### src/tcpr_pkg.sv
`timescale 1ns / 1ps
package tcpr_pkg;

  // Coordinate width; all pixel positions wrap at this width.
  localparam int unsigned COORD_BITS     = 9;
  // Characters placed on a line before the next one forces a wrap.
  localparam int unsigned CHARS_PER_LINE = 16;
  localparam int unsigned GLYPH_SIZE     = 8;
  localparam int unsigned GLYPH_PIXELS   = GLYPH_SIZE * GLYPH_SIZE;
  localparam int unsigned LINE_CNT_BITS  = 5;
  localparam int unsigned ADDR_BITS      = 5;
  localparam int unsigned QUEUE_DEPTH    = 2;

  localparam logic [7:0] CODE_NEWLINE = 8'h0A;
  localparam logic [7:0] CODE_SPACE   = 8'h20;

  localparam logic [COORD_BITS-1:0] LINE_STEP = COORD_BITS'(GLYPH_SIZE);
  localparam logic [LINE_CNT_BITS-1:0] LINE_LIMIT = LINE_CNT_BITS'(CHARS_PER_LINE);

  typedef logic [COORD_BITS-1:0] coord_t;

  // Register indexes on the configuration port (byte address is 4 * index).
  typedef enum logic [2:0] {
    REG_START_X     = 3'd0,
    REG_START_Y     = 3'd1,
    REG_TEXT_COLOR  = 3'd2,
    REG_BACK_COLOR  = 3'd3,
    REG_BACK_ENABLE = 3'd4
  } reg_idx_t;

  typedef struct packed {
    coord_t      start_x;
    coord_t      start_y;
    logic [15:0] text_color;
    logic [15:0] back_color;
    logic        back_enable;
  } cfg_t;

  typedef struct packed {
    logic [7:0]  char_code;
    logic [63:0] glyph_bits;
    logic        restart;
  } in_item_t;

  typedef struct packed {
    coord_t      pixel_x;
    coord_t      pixel_y;
    logic [15:0] pixel_color;
    logic        last;
  } out_item_t;

  // One character to draw, handed from the front end to the pixel engine.
  typedef struct packed {
    coord_t                  base_x;
    coord_t                  base_y;
    logic [GLYPH_PIXELS-1:0] glyph;
    logic [GLYPH_PIXELS-1:0] mask;
  } job_t;

endpackage

### src/text_cell_pixel_renderer_core.sv
`timescale 1ns / 1ps
// Renders 8x8 bitmap characters into pixel writes, one write per beat on the
// result queue, in row-major order with last set on the final write of each
// character. The front end takes one character per cycle while its two-entry
// job queue has room, tracks the cursor, and handles newline and line wrap
// without producing writes. The pixel engine scans a glyph one position per
// cycle, except that a position that writes a pixel waits for the output
// register: a character is loaded as the previous one finishes, and its scan
// ends at its highest pixel written. Characters that write nothing never
// reach the engine. CHARS_PER_LINE sets how many characters fit on a line
// before a wrap. Configuration registers at byte addresses 0x00 start_x,
// 0x04 start_y, 0x08 text_color, 0x0C back_color, 0x10 back_enable.
module text_cell_pixel_renderer_core #(
  parameter int unsigned CHARS_PER_LINE = tcpr_pkg::CHARS_PER_LINE
) (
  input  logic                           clk,
  input  logic                           rst_n,
  input  logic                           push,
  output logic                           full,
  input  tcpr_pkg::in_item_t             in_data,
  output logic                           empty,
  input  logic                           pop,
  output tcpr_pkg::out_item_t            out_data,
  input  logic                           psel,
  input  logic                           penable,
  input  logic                           pwrite,
  input  logic [tcpr_pkg::ADDR_BITS-1:0] paddr,
  input  logic [31:0]                    pwdata,
  output logic [31:0]                    prdata,
  output logic                           pready
);

  tcpr_pkg::cfg_t cfg;
  tcpr_pkg::job_t job_in, job_out;
  logic           job_push, q_full, q_valid, job_pop;

  tcpr_regs u_regs (
    .clk     (clk),
    .rst_n   (rst_n),
    .psel    (psel),
    .penable (penable),
    .pwrite  (pwrite),
    .paddr   (paddr),
    .pwdata  (pwdata),
    .prdata  (prdata),
    .pready  (pready),
    .cfg     (cfg)
  );

  tcpr_front #(
    .CHARS_PER_LINE (CHARS_PER_LINE)
  ) u_front (
    .clk      (clk),
    .rst_n    (rst_n),
    .cfg      (cfg),
    .push     (push),
    .in_data  (in_data),
    .q_full   (q_full),
    .full     (full),
    .job_push (job_push),
    .job      (job_in)
  );

  tcpr_queue u_queue (
    .clk     (clk),
    .rst_n   (rst_n),
    .wr_en   (job_push),
    .wr_data (job_in),
    .full    (q_full),
    .rd_en   (job_pop),
    .valid   (q_valid),
    .rd_data (job_out)
  );

  tcpr_back u_back (
    .clk       (clk),
    .rst_n     (rst_n),
    .cfg       (cfg),
    .job_valid (q_valid),
    .job       (job_out),
    .job_pop   (job_pop),
    .empty     (empty),
    .pop       (pop),
    .out_data  (out_data)
  );

endmodule

### src/tcpr_regs.sv
`timescale 1ns / 1ps
module tcpr_regs (
  input  logic                           clk,
  input  logic                           rst_n,
  input  logic                           psel,
  input  logic                           penable,
  input  logic                           pwrite,
  input  logic [tcpr_pkg::ADDR_BITS-1:0] paddr,
  input  logic [31:0]                    pwdata,
  output logic [31:0]                    prdata,
  output logic                           pready,
  output tcpr_pkg::cfg_t                 cfg
);

  tcpr_pkg::cfg_t   cfg_r;
  tcpr_pkg::cfg_t   cfg_nxt;
  tcpr_pkg::reg_idx_t idx;
  logic             wr_en;

  assign pready = 1'b1;
  assign wr_en  = psel && penable && pwrite;
  assign idx    = tcpr_pkg::reg_idx_t'(paddr[tcpr_pkg::ADDR_BITS-1:2]);
  assign cfg    = cfg_r;

  // Register write decode.
  always_comb begin
    cfg_nxt = cfg_r;
    if (wr_en) begin
      unique case (idx)
        tcpr_pkg::REG_START_X:     cfg_nxt.start_x     = pwdata[tcpr_pkg::COORD_BITS-1:0];
        tcpr_pkg::REG_START_Y:     cfg_nxt.start_y     = pwdata[tcpr_pkg::COORD_BITS-1:0];
        tcpr_pkg::REG_TEXT_COLOR:  cfg_nxt.text_color  = pwdata[15:0];
        tcpr_pkg::REG_BACK_COLOR:  cfg_nxt.back_color  = pwdata[15:0];
        tcpr_pkg::REG_BACK_ENABLE: cfg_nxt.back_enable = pwdata[0];
        default: ;
      endcase
    end
  end

  always_ff @(posedge clk) begin
    if (!rst_n) begin
      cfg_r.start_x     <= '0;
      cfg_r.start_y     <= '0;
      cfg_r.text_color  <= 16'hFFFF;
      cfg_r.back_color  <= '0;
      cfg_r.back_enable <= 1'b0;
    end else begin
      cfg_r <= cfg_nxt;
    end
  end

  // Register read mux.
  always_comb begin
    prdata = '0;
    unique case (idx)
      tcpr_pkg::REG_START_X:     prdata = 32'(cfg_r.start_x);
      tcpr_pkg::REG_START_Y:     prdata = 32'(cfg_r.start_y);
      tcpr_pkg::REG_TEXT_COLOR:  prdata = 32'(cfg_r.text_color);
      tcpr_pkg::REG_BACK_COLOR:  prdata = 32'(cfg_r.back_color);
      tcpr_pkg::REG_BACK_ENABLE: prdata = 32'(cfg_r.back_enable);
      default:                   prdata = '0;
    endcase
  end

endmodule

### src/tcpr_front.sv
`timescale 1ns / 1ps
module tcpr_front #(
  parameter int unsigned CHARS_PER_LINE = tcpr_pkg::CHARS_PER_LINE
) (
  input  logic               clk,
  input  logic               rst_n,
  input  tcpr_pkg::cfg_t     cfg,
  input  logic               push,
  input  tcpr_pkg::in_item_t in_data,
  input  logic               q_full,
  output logic               full,
  output logic               job_push,
  output tcpr_pkg::job_t     job
);

  // Characters placed on a line before the next one forces a wrap.
  localparam logic [tcpr_pkg::LINE_CNT_BITS-1:0] LINE_LIMIT =
    tcpr_pkg::LINE_CNT_BITS'(CHARS_PER_LINE);

  tcpr_pkg::coord_t                     cursor_x_r, cursor_x_nxt;
  tcpr_pkg::coord_t                     cursor_y_r, cursor_y_nxt;
  logic [tcpr_pkg::LINE_CNT_BITS-1:0]   line_chars_r, line_chars_nxt;
  tcpr_pkg::coord_t                     cx, cy;
  logic [tcpr_pkg::LINE_CNT_BITS-1:0]   lc;
  logic                                 accept;

  assign full   = q_full;
  assign accept = push && !q_full;

  // Classify the char and move the cursor; one per cycle unless q_full.
  always_comb begin
    cursor_x_nxt   = cursor_x_r;
    cursor_y_nxt   = cursor_y_r;
    line_chars_nxt = line_chars_r;
    job_push       = 1'b0;
    cx = in_data.restart ? cfg.start_x : cursor_x_r;
    cy = in_data.restart ? cfg.start_y : cursor_y_r;
    lc = in_data.restart ? '0 : line_chars_r;
    job.base_x = cx;
    job.base_y = cy;
    job.glyph  = in_data.glyph_bits;
    job.mask   = in_data.glyph_bits | {tcpr_pkg::GLYPH_PIXELS{cfg.back_enable}};
    if (accept) begin
      if (in_data.char_code == tcpr_pkg::CODE_NEWLINE) begin
        cursor_x_nxt   = cfg.start_x;
        cursor_y_nxt   = cy + tcpr_pkg::LINE_STEP;
        line_chars_nxt = '0;
      end else begin
        // A full line wraps before the character is placed.
        if (lc >= LINE_LIMIT) begin
          cx = cfg.start_x;
          cy = cy + tcpr_pkg::LINE_STEP;
          lc = '0;
        end
        job.base_x = cx;
        job.base_y = cy;
        if (line_chars_r >= LINE_LIMIT && !in_data.restart &&
            in_data.char_code == tcpr_pkg::CODE_SPACE) begin
          // A space that would open the new line is dropped.
          cursor_x_nxt   = cx;
          cursor_y_nxt   = cy;
          line_chars_nxt = '0;
        end else begin
          cursor_x_nxt   = cx + tcpr_pkg::LINE_STEP;
          cursor_y_nxt   = cy;
          line_chars_nxt = lc + 1'b1;
          job_push       = (job.mask != '0);
        end
      end
    end
  end

  always_ff @(posedge clk) begin
    if (!rst_n) begin
      cursor_x_r   <= '0;
      cursor_y_r   <= '0;
      line_chars_r <= '0;
    end else begin
      cursor_x_r   <= cursor_x_nxt;
      cursor_y_r   <= cursor_y_nxt;
      line_chars_r <= line_chars_nxt;
    end
  end

endmodule

### src/tcpr_queue.sv
`timescale 1ns / 1ps
module tcpr_queue (
  input  logic           clk,
  input  logic           rst_n,
  input  logic           wr_en,
  input  tcpr_pkg::job_t wr_data,
  output logic           full,
  input  logic           rd_en,
  output logic           valid,
  output tcpr_pkg::job_t rd_data
);

  localparam int unsigned PTR_BITS = $clog2(tcpr_pkg::QUEUE_DEPTH);

  tcpr_pkg::job_t                 slot_r [tcpr_pkg::QUEUE_DEPTH];
  logic [PTR_BITS-1:0]            wr_ptr_r, wr_ptr_nxt;
  logic [PTR_BITS-1:0]            rd_ptr_r, rd_ptr_nxt;
  logic [PTR_BITS:0]              count_r, count_nxt;
  logic                           do_wr, do_rd;

  assign full    = (count_r == (PTR_BITS+1)'(tcpr_pkg::QUEUE_DEPTH));
  assign valid   = (count_r != '0);
  assign rd_data = slot_r[rd_ptr_r];
  assign do_wr   = wr_en && !full;
  assign do_rd   = rd_en && valid;

  // Pointer and fill count update.
  always_comb begin
    wr_ptr_nxt = do_wr ? wr_ptr_r + 1'b1 : wr_ptr_r;
    rd_ptr_nxt = do_rd ? rd_ptr_r + 1'b1 : rd_ptr_r;
    count_nxt  = count_r + (PTR_BITS+1)'(do_wr) - (PTR_BITS+1)'(do_rd);
  end

  always_ff @(posedge clk) begin
    if (!rst_n) begin
      wr_ptr_r <= '0;
      rd_ptr_r <= '0;
      count_r  <= '0;
    end else begin
      wr_ptr_r <= wr_ptr_nxt;
      rd_ptr_r <= rd_ptr_nxt;
      count_r  <= count_nxt;
    end
  end

  // Entry storage.
  always_ff @(posedge clk) begin
    if (do_wr) begin
      slot_r[wr_ptr_r] <= wr_data;
    end
  end

endmodule

### src/tcpr_back.sv
`timescale 1ns / 1ps
module tcpr_back (
  input  logic                clk,
  input  logic                rst_n,
  input  tcpr_pkg::cfg_t      cfg,
  input  logic                job_valid,
  input  tcpr_pkg::job_t      job,
  output logic                job_pop,
  output logic                empty,
  input  logic                pop,
  output tcpr_pkg::out_item_t out_data
);

  localparam int unsigned IDX_BITS = $clog2(tcpr_pkg::GLYPH_PIXELS);
  localparam int unsigned COL_BITS = $clog2(tcpr_pkg::GLYPH_SIZE);

  logic                                busy_r, busy_nxt;
  logic [tcpr_pkg::GLYPH_PIXELS-1:0]   rem_r, rem_nxt;
  logic [tcpr_pkg::GLYPH_PIXELS-1:0]   glyph_r, glyph_nxt;
  logic [IDX_BITS-1:0]                 idx_r, idx_nxt;
  tcpr_pkg::coord_t                    base_x_r, base_x_nxt;
  tcpr_pkg::coord_t                    base_y_r, base_y_nxt;
  logic                                out_valid_r, out_valid_nxt;
  tcpr_pkg::out_item_t                 out_r, out_nxt;
  logic                                slot_free, advance, final_bit, load;

  assign empty     = !out_valid_r;
  assign out_data  = out_r;
  assign slot_free = !out_valid_r || pop;
  // A position that writes a pixel waits for the output register.
  assign advance   = busy_r && (!rem_r[0] || slot_free);
  assign final_bit = (rem_r[tcpr_pkg::GLYPH_PIXELS-1:1] == '0);
  assign load      = job_valid && (!busy_r || (advance && final_bit));
  assign job_pop   = load;

  // Scan one position per cycle; set mask bits write once the output is free.
  always_comb begin
    busy_nxt      = busy_r;
    rem_nxt       = rem_r;
    glyph_nxt     = glyph_r;
    idx_nxt       = idx_r;
    base_x_nxt    = base_x_r;
    base_y_nxt    = base_y_r;
    out_valid_nxt = out_valid_r && !pop;
    out_nxt       = out_r;
    if (advance) begin
      rem_nxt   = rem_r >> 1;
      glyph_nxt = glyph_r >> 1;
      idx_nxt   = idx_r + 1'b1;
      busy_nxt  = !final_bit;
      if (rem_r[0]) begin
        out_valid_nxt       = 1'b1;
        out_nxt.pixel_x     = base_x_r + tcpr_pkg::COORD_BITS'(idx_r[COL_BITS-1:0]);
        out_nxt.pixel_y     = base_y_r + tcpr_pkg::COORD_BITS'(idx_r[IDX_BITS-1:COL_BITS]);
        out_nxt.pixel_color = glyph_r[0] ? cfg.text_color : cfg.back_color;
        out_nxt.last        = final_bit;
      end
    end
    if (load) begin
      busy_nxt   = 1'b1;
      rem_nxt    = job.mask;
      glyph_nxt  = job.glyph;
      idx_nxt    = '0;
      base_x_nxt = job.base_x;
      base_y_nxt = job.base_y;
    end
  end

  always_ff @(posedge clk) begin
    if (!rst_n) begin
      busy_r      <= 1'b0;
      out_valid_r <= 1'b0;
    end else begin
      busy_r      <= busy_nxt;
      out_valid_r <= out_valid_nxt;
    end
  end

  always_ff @(posedge clk) begin
    rem_r    <= rem_nxt;
    glyph_r  <= glyph_nxt;
    idx_r    <= idx_nxt;
    base_x_r <= base_x_nxt;
    base_y_r <= base_y_nxt;
    out_r    <= out_nxt;
  end

endmodule
### config.mk
export PLATFORM = sky130hd
export DESIGN_NAME = text_cell_pixel_renderer_core
export DESIGN_NICKNAME = d
export VERILOG_FILES = /design/src/tcpr_pkg.sv /design/src/text_cell_pixel_renderer_core.sv /design/src/tcpr_regs.sv /design/src/tcpr_front.sv /design/src/tcpr_queue.sv /design/src/tcpr_back.sv
export SDC_FILE = /design/constraint.sdc
export NUM_CORES = 1
export LEC_CHECK = 0
export BUFFER_PORTS_ARGS = -buffer_cell sky130_fd_sc_hd__buf_4
export CAP_MARGIN = 20
export CORE_MARGIN = 2
export CORE_UTILIZATION = 25
export DETAILED_ROUTE_END_ITERATION = 7
export PLACE_DENSITY_LB_ADDON = 0.12
export SYNTH_ARGS = -nofsm -noshare
export SYNTH_HDL_FRONTEND = slang
export SYNTH_SLANG_ARGS = --single-unit
export TNS_END_PERCENT = 20
### constraint.sdc
create_clock -name clk -period 7.8 [get_ports clk]
set_clock_uncertainty 0.2 [all_clocks]
set_input_delay 0.39 -clock clk [delete_from_list [all_inputs] [get_ports clk]]
set_output_delay 0.39 -clock clk [all_outputs]
set_load 0.02 [all_outputs]
Word level (Yosys, flattened, before mapping)
Memories as Yosys holds them, arrays and structs flattened. A register that Yosys moved wholly into a read port is not among the register bits.
Cells that the tools add are included.
{ "totals": {"regBits": 267, "ramBits": 292, "memories": 1, "out_inout_bits": 70, "in_bits": 117} }
{ "mem_list": {"columns": ["name", "depth", "word_bits", "rd", "rd_clocked_by_memory_dff", "wr", "line", "rtl"], "rows": [
  ["u_queue.slot_r", 2, 146, 1, 1, 1, "tcpr_queue.sv:15", "tcpr_pkg::job_t slot_r [tcpr_pkg::QUEUE_DEPTH];"]
]} }
{ "classes": {"n_reduce_logical": 32, "n_lt_le_gt_ge": 2, "n_eq_ne": 7, "n_bitwise": 1, "n_addsub": 10, "mux": 34} }
{ "ops": {"columns": ["cell", "count"], "rows": [
  ["64-bit 2-to-1 mux", 4],
  ["9-bit 2-to-1 mux", 9],
  ["16-bit case mux with 5 select lines", 1],
  ["64-bit OR", 1],
  ["64-bit nonzero test", 1],
  ["63-bit zero test", 1],
  ["18-bit 2-to-1 mux", 2],
  ["5-bit 2-to-1 mux", 6],
  ["9-bit by 3-bit adder with 9-bit output", 2],
  ["9-bit by 4-bit adder with 9-bit output, second input constant", 2],
  ["16-bit 2-to-1 mux", 1],
  ["2-bit AND reduction", 6],
  ["1-bit logical AND", 11],
  ["1-bit 2-to-1 mux", 11],
  ["5-bit >= comparator, second input constant", 2],
  ["8-bit by 4-bit == test with 1-bit output, second input constant", 1],
  ["8-bit by 6-bit == test with 1-bit output, second input constant", 1],
  ["1-bit zero test", 7],
  ["6-bit by 1-bit adder with 6-bit output, second input constant", 1],
  ["3-bit by 2-bit == test with 1-bit output, second input constant", 2],
  ["5-bit by 1-bit adder with 5-bit output, second input constant", 1],
  ["2-bit nonzero test", 2],
  ["3-bit by 1-bit == test with 1-bit output, second input constant", 1],
  ["3-bit == test, second input constant", 1],
  ["other kinds (6)", 9]
]} }

Depth between registers and ports, before layout
Gate-level depths: netlist of run 1.
{ "logic_depth": {"ltp_word": 10, "depth_mapped": 14, "ltp_nobuf": 12} }

Cells and area by module
A second synthesis of run 1 with hierarchy kept.
{ "hier_totals": {"hier_cells": 1596, "area_unflattened_um2": 24802.5} }
{ "by_module_without_submodules": {"columns": ["module", "n_inst", "seq_area_each_um2", "area_each_um2", "cells_per_inst"], "rows": [
  ["tcpr_queue", 1, 8868.5, 10854.2, 481],
  ["tcpr_back", 1, 5595.4, 8480.6, 466],
  ["tcpr_front", 1, 460.4, 2879.0, 378],
  ["tcpr_regs", 1, 1021.0, 2588.7, 271]
]} }

Worst setup path before layout of run 1
Ideal clock, no wire load.
{ "synth_timing": {"path_type": "reg2reg", "from": "reg u_front.line_chars_r[4] (netlist bit)", "to": "mem u_queue.slot_r[0][0] (netlist bit) (enable)", "path_buffers": 1, "slack_ps": -726, "setup_time_ps": 671, "path_stages_with_launch": 7, "arrival_ps": 7655, "t_required_ps": 6929, "synth_period_minus_slack_ps": 8526, "cell_sequence": "dfxtp_1 > buf_2 > or4b_1 > o21ai_0 > a21oi_1 > o21a_1 > nor2b_1"} }
{ "synth_via": {"elab_chain_cells": 9} }
{ "synth_rtl": {"columns": ["element", "line", "rtl"], "rows": [
  ["from (decl)", "tcpr_front.sv:22", "logic [tcpr_pkg::LINE_CNT_BITS-1:0] line_chars_r, line_chars_nxt;"],
  ["from (signal assigned)", "tcpr_front.sv:81", "line_chars_r <= line_chars_nxt;"],
  ["5-bit >= comparator", "tcpr_front.sv:57", "if (line_chars_r >= LINE_LIMIT && !in_data.restart &&"],
  ["1-bit logical AND (2 in series)", "tcpr_front.sv:57", null],
  ["1-bit 2-to-1 mux", "tcpr_front.sv:57", null],
  ["1-bit 2-to-1 mux", "tcpr_front.sv:44", "if (in_data.char_code == tcpr_pkg::CODE_NEWLINE) begin"],
  ["1-bit 2-to-1 mux", "tcpr_front.sv:43", "if (accept) begin"],
  ["1-bit logical AND", "tcpr_queue.sv:24", "assign do_wr = wr_en && !full;"],
  ["1-bit 2-to-1 mux", "tcpr_queue.sv:48", "if (do_wr) begin"],
  ["1-bit 2-to-1 mux (not written as such)", "tcpr_queue.sv:49", "slot_r[wr_ptr_r] <= wr_data;"],
  ["to (decl)", "tcpr_queue.sv:15", null]
]} }
No other way between the ends.

Worst setup path in the final report of run 1
{ "layout_timing": {"from": "reg u_back.rem_r[27] (netlist bit)", "to": "reg u_queue.count_r[1]"} }
{ "layout_via": {"elab_chain_cells": 6} }
{ "layout_rtl": {"columns": ["element", "line", "rtl"], "rows": [
  ["from (decl)", "tcpr_back.sv:18", "logic [tcpr_pkg::GLYPH_PIXELS-1:0] rem_r, rem_nxt;"],
  ["from (signal assigned)", "tcpr_back.sv:80", "rem_r <= rem_nxt;"],
  ["63-bit zero test", "tcpr_back.sv:32", "assign final_bit = (rem_r[tcpr_pkg::GLYPH_PIXELS-1:1] == '0);"],
  ["named net u_back.final_bit", "tcpr_back.sv:25", "logic slot_free, advance, final_bit, load;"],
  ["1-bit logical AND", "tcpr_back.sv:33", "assign load = job_valid && (!busy_r || (advance && final_bit));"],
  ["1-bit logical OR", "tcpr_back.sv:33", null],
  ["1-bit logical AND", "tcpr_back.sv:33", null],
  ["named net job_pop", "text_cell_pixel_renderer_core.sv:35", "logic job_push, q_full, q_valid, job_pop;"],
  ["1-bit logical AND", "tcpr_queue.sv:25", "assign do_rd = rd_en && valid;"],
  ["2-bit by 1-bit subtractor with 2-bit output", "tcpr_queue.sv:31", "count_nxt = count_r + (PTR_BITS+1)'(do_wr) - (PTR_BITS+1)'(do_rd);"],
  ["to (signal assigned)", "tcpr_queue.sv:42", "count_r <= count_nxt;"],
  ["to (decl)", "tcpr_queue.sv:18", "logic [PTR_BITS:0] count_r, count_nxt;"]
]} }
The timed path passes the listed nets, and every way through them passes these cells.
A chain may end at the register's enable or synchronous reset.

==> results.tsv, run 1 <==
metric	value	unit
outcome	finished clean	
crit_fanout	76	
syn_to_final_growth	24.0	%
synthMostInstantiatedCell	edfxtp_1	
hold_violations	0	
p_per_area	342	nW/um^2
fin_nets	2055	
synth_area	23200	um^2
cts_sinks	560	
ys_seq_elements	560	
viasPerCell	4.45	
clockBufferDepth	3	
slowest_delay	0.72	ns
cellLeakagePower	0.00990	uW
crit_type	reg2reg	
slowest_stage	inv_1	
netlist_instances	1699	
setup_viol	0	
ant_nets	0	
gp_congestion	0.715	
finalCritPeriodShare	0.590	
rsz0062_at_grt	no	
cts_setup_buffers	0	
track_usage	0.127	
fin_crit	4.61	ns
fp.dieH	309	um
die_x	309	um
antennaDiodeCount	0	
grt_max_degree	129	
cts_max_level	3	
path_clk_slew	0.06	ns
cts-hold-fix-buffers	93	
finalWirelength	61200	um
placed_cell_area	25600	um^2
utilization	0.313	
post_cts_resized	0	
rows	111	
crit_required	8.06	ns
clock_latency	0.61	ns
hp-class	in2reg	
ys_warn_count	0	
core	91800	um^2
drcViolationCount	0	
whs	0.0977	ns
portBuffers	151	
drive_above_1_share	0.205	
nFillCells	9163	
synth_area_leaders	edfxtp_1 (61%), dfxtp_1 (7.5%), mux2i_1 (6.7%), o21ai_0 (5.6%), mux2_2 (2.4%)	
hpwl	35500	um
synth_cell_types	65	
synth_top_area_share	0.612	
ys.flop_type	edfxtp_1	
wl_per_cell	19.0	um
yosys-top-cells-count	edfxtp_1 (473), o21ai_0 (258), mux2i_1 (156)	
path_cells	nor4_1, nand4_1, nor4_4, a21boi_4, buf_12, or2_4, inv_1, ha_1, inv_1, ha_1, xor2_1, xnor2_1, nor2_1	
synth_area_per_cell	13.7	um^2
dr.first_iter.drc_count	846	
slew_viol_final	0	
cts_made_buffers	69	
grt_pass1_vias	14600	
drt-pass1-iter-count	5	
worstMarginPinSlew	1.34	ns
initial_utilization	0.253	
grt_overflow	0	
drv_cap	0	
grt_pass1_wl	92200	um
design_area	28800	um^2
dieArea	95200	um^2
worst_ep_arrival_time	4.87	ns
antenna_found_initial	5	
clock.fmax	0.217	GHz
seq_area_frac_synth	0.687	
cp_num_buf_inv	3	
ios	187	
yosys.area.top_type	edfxtp_1	
cts_tree	built	
peakVddDrop	0.211	mV
worst_slew_margin_rel	0.104	
critPathLaunchType	flop	
finalSetupTns	0	ns
num_vias	14300	
end_kind	flop	
path_delay_family	simple AND/OR/NAND/NOR gates	
synth-edff-count	473	
cts-root-buf	clkbuf_16	
async_reset_ff_frac	0	
## metal layers
metal / vias to the layer above / routed length [um] / GRT usage
met5: - / 21 / 0
met2: 268 / 28500 / 0.203
met1: 7173 / 28900 / 0.175
met4: 4 / 1320 / 0.0421
met3: 92 / 2430 / 0.0223
li1: 6786 / - / -
## worst reg2reg max path, stage by stage (launching register included)
cell      delay (ns)
edfxtp_1        0.39
nor4_1          0.53
nand4_1         0.25
nor4_4          0.56
a21boi_4        0.14
buf_12          0.19
or2_4           0.55
inv_1           0.73
ha_1            0.36
inv_1           0.06
ha_1            0.15
xor2_1          0.17
xnor2_1         0.14
nor2_1          0.05
## stage by stage
stage	total power [uW]	setup slack, ns	instances
after floorplan	6010	2.08	1714
after global placement	6770	2.86	3000
after detailed placement	6790	2.92	3001
after CTS	10000	2.92	3216
after global routing	10400	2.79	3218
final	9830	3.19	3218
## state kept, by name, indices dropped and copies added (netlist names), named ones only
name                  count
u_back.base_x_r           9
u_queue.slot_r          292
u_back.busy_r             1
u_queue.rd_ptr_r          1
u_front.cursor_x_r        9
u_back.idx_r              6
u_back.out_valid_r        1
u_queue.wr_ptr_r          1
u_queue.count_r           2
u_front.line_chars_r      5
u_back.rem_r             64
u_back.out_data          35
u_front.cursor_y_r        9
u_back.base_y_r           9
u_back.glyph_r           64
u_regs.cfg               51
## area by class of cell
type | instances | area [um^2] | share of cell area
Timing Repair Buffer | 260 | 2250 | 0.0782
Clock inverter | 23 | 231 | 0.00805
Sequential cell | 560 | 16000 | 0.554
Tap cell | 1243 | 1560 | 0.0541
Multi-Input combinational cell | 1011 | 6710 | 0.233
Inverter | 22 | 87.6 | 0.00304
Clock buffer | 99 | 1980 | 0.0689
## final timing paths
path	from	endpoint	slack [ns]	cells after the start
worst max register to register	u_back.rem_r[27]	u_queue.count_r[1]	3.19	13
worst max-delay path	u_back.rem_r[27]	u_queue.count_r[1]	3.19	13
worst min register to register	u_front.cursor_x_r[0]	u_front.cursor_x_r[0]	0.25	2
worst min-delay path	in_data[65]	u_front.cursor_x_r[4]	0.1	5
## kinds of logic after synthesis
family          count (synthesis)  synth area share
flops                         560             0.687
simple gates                  378            0.0843
compound gates                364            0.0835
mux                           214            0.0998
buf+inv                       143            0.0273
xor+xnor                       24           0.00906
fa+ha+maj                      14           0.00820
other cells                     2          0.000324
## power breakdown
part	total [uW]	internal, uW	switching (uW)	leakage [uW]
registers	4560	4280	283	0.00523
logic	2150	738	1410	0.00359
clock network	3120	1850	1270	0.00108
total	9830	6870	2970	0.00990
## cell usage in the layout (no fill, tap or decap), types with 8 or more instances in the layout
cell type and instances:
edfxtp_1 473, o21ai_0 258, buf_4 161, mux2i_1 156, nand2_1 123, dlygate4sd3_1 93
dfxtp_1 85, clkbuf_16 72, or2_2 65, a21oi_1 55, mux2_2 49, nor2_1 41
nand3_1 41, nor4_1 30, inv_1 20, clkbuf_1 19, conb_1 17, xnor2_1 15
o21ai_1 13, ha_1 12, nand4_1 10, mux4_2 9, xor2_1 9, and3_1 9
nor2b_1 8, and2_1 8, clkbuf_8 8, clkinv_1 8
(Power assumes the default switching activity.)
==> inputs of run 2 (changes only) <==
Clock period 7.8 ns to 3.9 ns, I/O delays scaled along.
==> run 2 against run 1 <==
- wire length is 0.23% higher
- die area stayed put
- final area increased by 1.1%
- hold slack lost 0.045 ns
- non-clock buffer count up 34
- flip-flop and latch count unchanged
- worst setup slack worse by 2.6 ns
- global-route usage up 0.051 points
- cell count up 1.0%
- sequential power rose by 100%
- sequential share of layout area decreased by 0.61 points
==> results.tsv, run 2 (synthesis results as in run 1) <==
metric	value	unit	change
die_x	309	um	unchanged
worstMarginPinSlew	1.06	ns	-0.280 ns
final_cell_mix	edfxtp_1 (473), o21ai_0 (257), buf_4 (169)		
reg2regPathDepth	12		-1
viasPerCell	4.44		-0.30%
wl_per_cell	18.9	um	-0.79%
reg_top3	u_queue.slot_r: 292 flops, u_back.glyph_r: 64 flops, u_back.rem_r: 64 flops		
top_layer_used	met5		
wl_met1	28800	um	-0.18%
whs_endpoint	u_front.cursor_x_r[4]		
drive_above_1_share	0.210		+0.00560
track_usage	0.128		+0.000511
largest_register_ff_count	292		unchanged
placedCellCount	3017		+0.53%
worstReg2RegStart	u_back.rem_r[27]		
drv_cap	0		unchanged
final_common_cell	edfxtp_1		
crit_type	reg2reg		
wl_met3	2550	um	+4.9%
hp-class	in2reg		
setup_viol	0		unchanged
cts_made_buffers	68		-1.4%
grt_pass1_vias	14900		+1.7%
p_sw	5910	uW	+99%
dr.first_iter.drc_count	799		-5.6%
cts_max_level	3		unchanged
core	91800	um^2	unchanged
min_path_cells	6		+1
end_kind	flop		
gp_congestion	0.731		+2.2%
clock.fmax	0.304	GHz	+40%
clock_latency	0.61	ns	about the same
fin_nets	2088		+1.6%
drt-pass1-iter-count	5		unchanged
ant_nets	0		unchanged
path_clk_slew	0.06	ns	about the same
rrSetupSlack	0.61	ns	-2.59 ns
antennaDiodeCount	0		unchanged
hold_violations	0		unchanged
fp.dieH	309	um	unchanged
crit_required	4.13	ns	-3.93 ns
initial_utilization	0.253		unchanged
num_vias	14400		+0.73%
outcome	finished clean		
clockBufferDepth	3		unchanged
slew_viol_final	0		unchanged
hpwl	36500	um	+2.9%
rr_endpoint	u_queue.count_r[1]		
crit_fanout	3		-96%
portBuffers	151		unchanged
peakVddDrop	0.461	mV	+120%
drcViolationCount	0		unchanged
syn_to_final_growth	25.4	%	
cts_sinks	560		unchanged
rows	111		unchanged
finalNonFillerCells	3251		+1.0%
worst_slew_margin_rel	0.291		+0.187
finalCritPeriodShare	0.845		+0.254
critPathLaunchType	flop		
placed_cell_area	25800	um^2	+0.90%
p_per_area	676	nW/um^2	+98%
post_cts_resized	0		unchanged
grt_max_degree	131		+1.6%
whs	0.0523	ns	-0.0454 ns
worst_ep_arrival_time	3.53	ns	-1.34 ns
antenna_found_initial	5		unchanged
regMostFlops	u_queue.slot_r		
p_int	13800	uW	+100%
p_comb_frac	0.220		+0.002
cts_tree	built		
min_from	in_data[70]		
p_seq_frac	0.467		+0.003
cts-root-buf	clkbuf_16		
cellLeakagePower	0.0100	uW	+1.4%
dieArea	95200	um^2	unchanged
grt_pass1_wl	93100	um	+0.95%
clkPwrFrac	0.312		-0.005
grt_overflow	0		unchanged
fin_crit	3.29	ns	-1.31 ns
finalWirelength	61300	um	+0.23%
design_area	29100	um^2	+1.1%
wl_met2	28700	um	+0.62%
switching_share	0.301		-0.00110
ios	187		unchanged
rsz0062_at_grt	no		
run 2: worst max-delay path by stage:
| stage | cells past startpoint | slack, ns | to | from |
|---|---|---|---|---|
| finish | 12 | 0.61 | u_queue.count_r[1] | u_back.rem_r[27] |
| global route | 12 | 0.40 | u_queue.count_r[1] | u_back.rem_r[27] |
| CTS | 12 | 0.55 | u_queue.count_r[1] | u_back.rem_r[27] |
| detailed placement | 12 | 0.58 | u_queue.count_r[1] | u_back.rem_r[27] |
| global placement | 12 | 0.55 | u_queue.count_r[1] | u_back.rem_r[51] |
| floorplan | 6 | -0.07 | u_queue.slot_r[0][0] | u_front.line_chars_r[4] |
run 2: area by class of cell:
type	count	area (um^2)
fill	9114	62700
timing repair buffer	294	2640
multi-input combinational	1011	6720
tap	1243	1560
sequential	560	16000
inverter	22	85.1
clock inverter	34	284
clock buffer	87	1860
run 2: per-layer routing:
| layer | vias to the layer above | GRT usage |
|---|---|---|
| met2 | 281 | 0.206 |
| met3 | 94 | 0.0260 |
| met5 | - | 0 |
| met4 | 8 | 0.0365 |
| li1 | 6842 | - |
| met1 | 7202 | 0.174 |
run 2: worst max-delay path: stages (launching register included):
cell,delay (ns)
edfxtp_1,0.39
nor4_1,0.55
nand4_1,0.25
nor4_4,0.49
a21boi_4,0.12
or2_4,0.26
inv_1,0.08
ha_1,0.24
inv_1,0.06
ha_1,0.14
xor2_1,0.17
xnor2_1,0.13
nor2_1,0.05
run 2: timing repair:
action,CTS,global route
hold buffers,113,0
setup buffers,0,0
endpoints found under the hold margin,326,0
run 2: metrics by stage:
step | TNS (ns) | worst slack [ns] | power (uW) | util
after detailed placement | 0 | 0.580 | 13700 | 0.281
after global routing | 0 | 0.403 | 20800 | 0.317
after CTS | 0 | 0.545 | 20100 | 0.317
after floorplan | -10.03 | -0.0650 | 12000 | -
after global placement | 0 | 0.551 | 13700 | 0.281
final | 0 | 0.605 | 19700 | 0.317
run 2: power by group through the flow:
stage          sequential (uW)  combinational [uW]  clock [uW]
2_1_floorplan             9170                2830           0
5_1_grt                   9340                4880        6610
3_5_place_dp              9330                4420           0
4_1_cts                   9220                4520        6360
3_3_place_gp              9300                4400           0
6_report                  9190                4340        6140
==> inputs of run 3 (changes only) <==
Settings changed: ABC_AREA set to 1.
Clock period 3.9 ns to 3.3 ns, I/O delays scaled along.
==> run 3 against run 2 <==
- total power up 19%
- hold slack got worse by 0.014 ns
- first-iteration DRC count is 18% higher
- clock-buffer cell count grew 2
- register-to-register slack got worse by 0.07 ns
- sequential power up 18%
- via count grew 3.2%
- non-clock buffer count is 7 higher
- synthesized area up 0.89%
- die area rose by 0.88%
- critical path depth is 2 lower
==> results.tsv, run 3 <==
metric	value	unit	change
worstSetupPathDepth	10		-2
slew_viol_final	0		unchanged
worst_slack	0.406	ns	-0.199 ns
post_synth_and_or_nand_nor_area_fraction	0.115		+0.0303
slowest_delay	0.57	ns	+0.02 ns
nFillCells	9519		+4.4%
seq_area	16000	um^2	unchanged
synth_compound_area_frac	0.0800		-0.00352
hold_violations	0		unchanged
yosys.area.top_type	edfxtp_1		
slowest_stage	buf_12		
cts_max_level	3		unchanged
synth_area_per_cell	12.0	um^2	-12%
clock.fmax	0.346	GHz	
cts_sinks	560		unchanged
synthAdderAreaFrac	0.00813		-0.0000723
synth_xor_area_frac	0.00748		-0.00158
min_from	penable		
path_cells	dlygate4sd3_1, buf_4, nor2_1, dlygate4sd3_1, nand2_1, nor2_2, nor2_4, nand2_2, nor2_4, buf_12		
min_path_cells	5		-1
hp-class	in2reg		
synth_area_leaders	edfxtp_1 (61%), dfxtp_1 (7.4%), nand2_1 (7.1%), mux2i_1 (5.4%), inv_1 (2.4%)		
muxShareOfSynthArea	0.0539		-0.0459
async_reset_ff_frac	0		unchanged
end_kind	flop		
grt_pass1_vias	15500		+4.2%
dp_slack	0.338	ns	-0.242 ns
finalCritPeriodShare	0.877		
worstMarginPinSlew	1.04	ns	-0.0224 ns
utilization	0.314		-0.00265
num_vias	14900		+3.2%
ios	187		unchanged
ys_seq_elements	560		unchanged
ys_warn_count	0		unchanged
fp.dieH	310	um	+0.44%
cts-root-buf	clkbuf_16		
drive_above_1_share	0.163		-0.0468
core	93000	um^2	+1.4%
peakVddDrop	0.547	mV	+19%
regMostFlops	u_queue.slot_r		
reg2regPathDepth	9		-3
worst_ep_arrival_time	2.93	ns	-0.60 ns
fin_nets	2373		+14%
viasPerCell	4.19		-5.5%
synth-edff-count	473		unchanged
clock_latency	0.62	ns	about the same
ant_nets	0		unchanged
finalWirelength	57800	um	-5.7%
drcViolationCount	0		unchanged
initial_utilization	0.252		-0.00117
clockBufferDepth	3		unchanged
rsz0062_at_grt	no		
drv_cap	0		unchanged
crit_type	in2reg		
seq_area_frac_synth	0.681		-0.00606
final_common_cell	edfxtp_1		
antenna_found_initial	4		-1
post_cts_resized	0		unchanged
critPathLaunchType	input pin		
dr.first_iter.drc_count	944		+18%
hpwl	35700	um	-2.3%
largest_register_ff_count	292		unchanged
multi_input_area	6310	um^2	-6.0%
cellLeakagePower	0.0108	uW	+7.3%
crit_required	3.34	ns	-0.79 ns
worst_slew_margin_rel	0.306		+0.0149
gp_congestion	0.740		+1.2%
fin_crit	2.89	ns	
drt-pass1-iter-count	6		+1
worstReg2RegStart	u_regs.cfg[0]		
reg_top3	u_queue.slot_r: 292 flops, u_back.glyph_r: 64 flops, u_back.rem_r: 64 flops		
cp_num_buf_inv	4		+2
ys.flop_type	edfxtp_1		
path_delay_family	buffers and inverters		
cts_tree	built		
grt_max_degree	146		+11%
rows	112		+0.90%
outcome	finished clean		
synth_top_family_by_area	simple AND/OR/NAND/NOR gates		
crit_fanout	97		+94
path_clk_slew	0.05	ns	about the same
yosys-top-cells-count	edfxtp_1 (473), nand2_1 (445), inv_1 (147)		
wl_per_cell	16.3	um	-14%
synth_cell_types	47		-28%
setup_viol	0		unchanged
crit_start	in_data[69]		
portBuffers	151		unchanged
final_cell_mix	edfxtp_1 (473), nand2_1 (442), buf_4 (170)		
syn_to_final_growth	24.9	%	
die_x	310	um	+0.44%
synth_top_area_share	0.607		-0.00540
dieArea	96100	um^2	+0.88%
cts_made_buffers	68		unchanged
synth_area	23400	um^2	+0.89%
p_per_area	801	nW/um^2	+18%
grt_overflow	0		unchanged
netlist_instances	1957		+15%
track_usage	0.121		-0.00680
grt_pass1_wl	89900	um	-3.4%
synthMostInstantiatedCell	edfxtp_1		
finalSetupTns	0	ns	unchanged
-- run 3: kinds of logic (layout without fill, tap and decap cells) --
group                      after synthesis  count (layout)
DFF                                    560             560
xor gates and xnor gates                20              20
other                                    2              18
buffers and inverters                  257             581
muxes                                  126             126
and+or+nand+nor                        655             655
adders and majority gates               14              14
AOI/OAI and AO/OA                      323             323
-- run 3: worst paths after layout --
path | end | slack, ns
max | u_queue.slot_r[0][112] | 0.41
min | u_regs.cfg[0] | 0.04
max reg2reg | u_queue.slot_r[0][112] | 0.54
min reg2reg | u_queue.count_r[1] | 0.24
-- run 3: cell type report --
type | count | share of cell area
antenna | 1 | 0.0000856
clock buffer | 89 | 0.0616
clock inverter | 35 | 0.0117
inverter | 156 | 0.0203
multi-input combinational | 1155 | 0.216
sequential | 560 | 0.546
tap | 1254 | 0.0537
timing repair buffer | 301 | 0.0912
-- run 3: through the flow --
step	instance area [um^2]	power [uW]	hold slack (ns)	instances
finish	29200	23400	0.0383	3551
global route	29200	24900	0.0523	3550
detailed placement	25900	16500	0.164	3303
global placement	25900	16400	0.163	3303
floorplan	23500	14800	0.0639	1972
CTS	29200	23900	0.000307	3550
-- run 3: where the power goes --
part           total (uW)  internal (uW)  switching [uW]
sequential          10800          10100             702
combinational        5410           1870            3540
clock                7170           4080            3100
-- run 3: per-layer routing --
metal,track usage,routed length (um)
met2,0.195,26500
met3,0.0253,2710
met1,0.163,27500
met4,0.0384,1030
met5,0,26
-- run 3: worst reg2reg max path, cell delays in order, from the launching register on --
cell	delay, ns
dfxtp_1	0.38
clkinv_4	0.11
nand3_1	0.11
nor3_2	0.04
nand2_1	0.07
nor2_1	0.04
nand3_1	0.16
nand2_2	0.11
nor2_4	0.52
buf_12	0.57
-- run 3: what timing repair did --
| action | 4_1_cts | 5_1_grt |
|---|---|---|
| hold buffers | 123 | 0 |
| setup buffers | 0 | 0 |
| hold endpoints to repair | 331 | 0 |
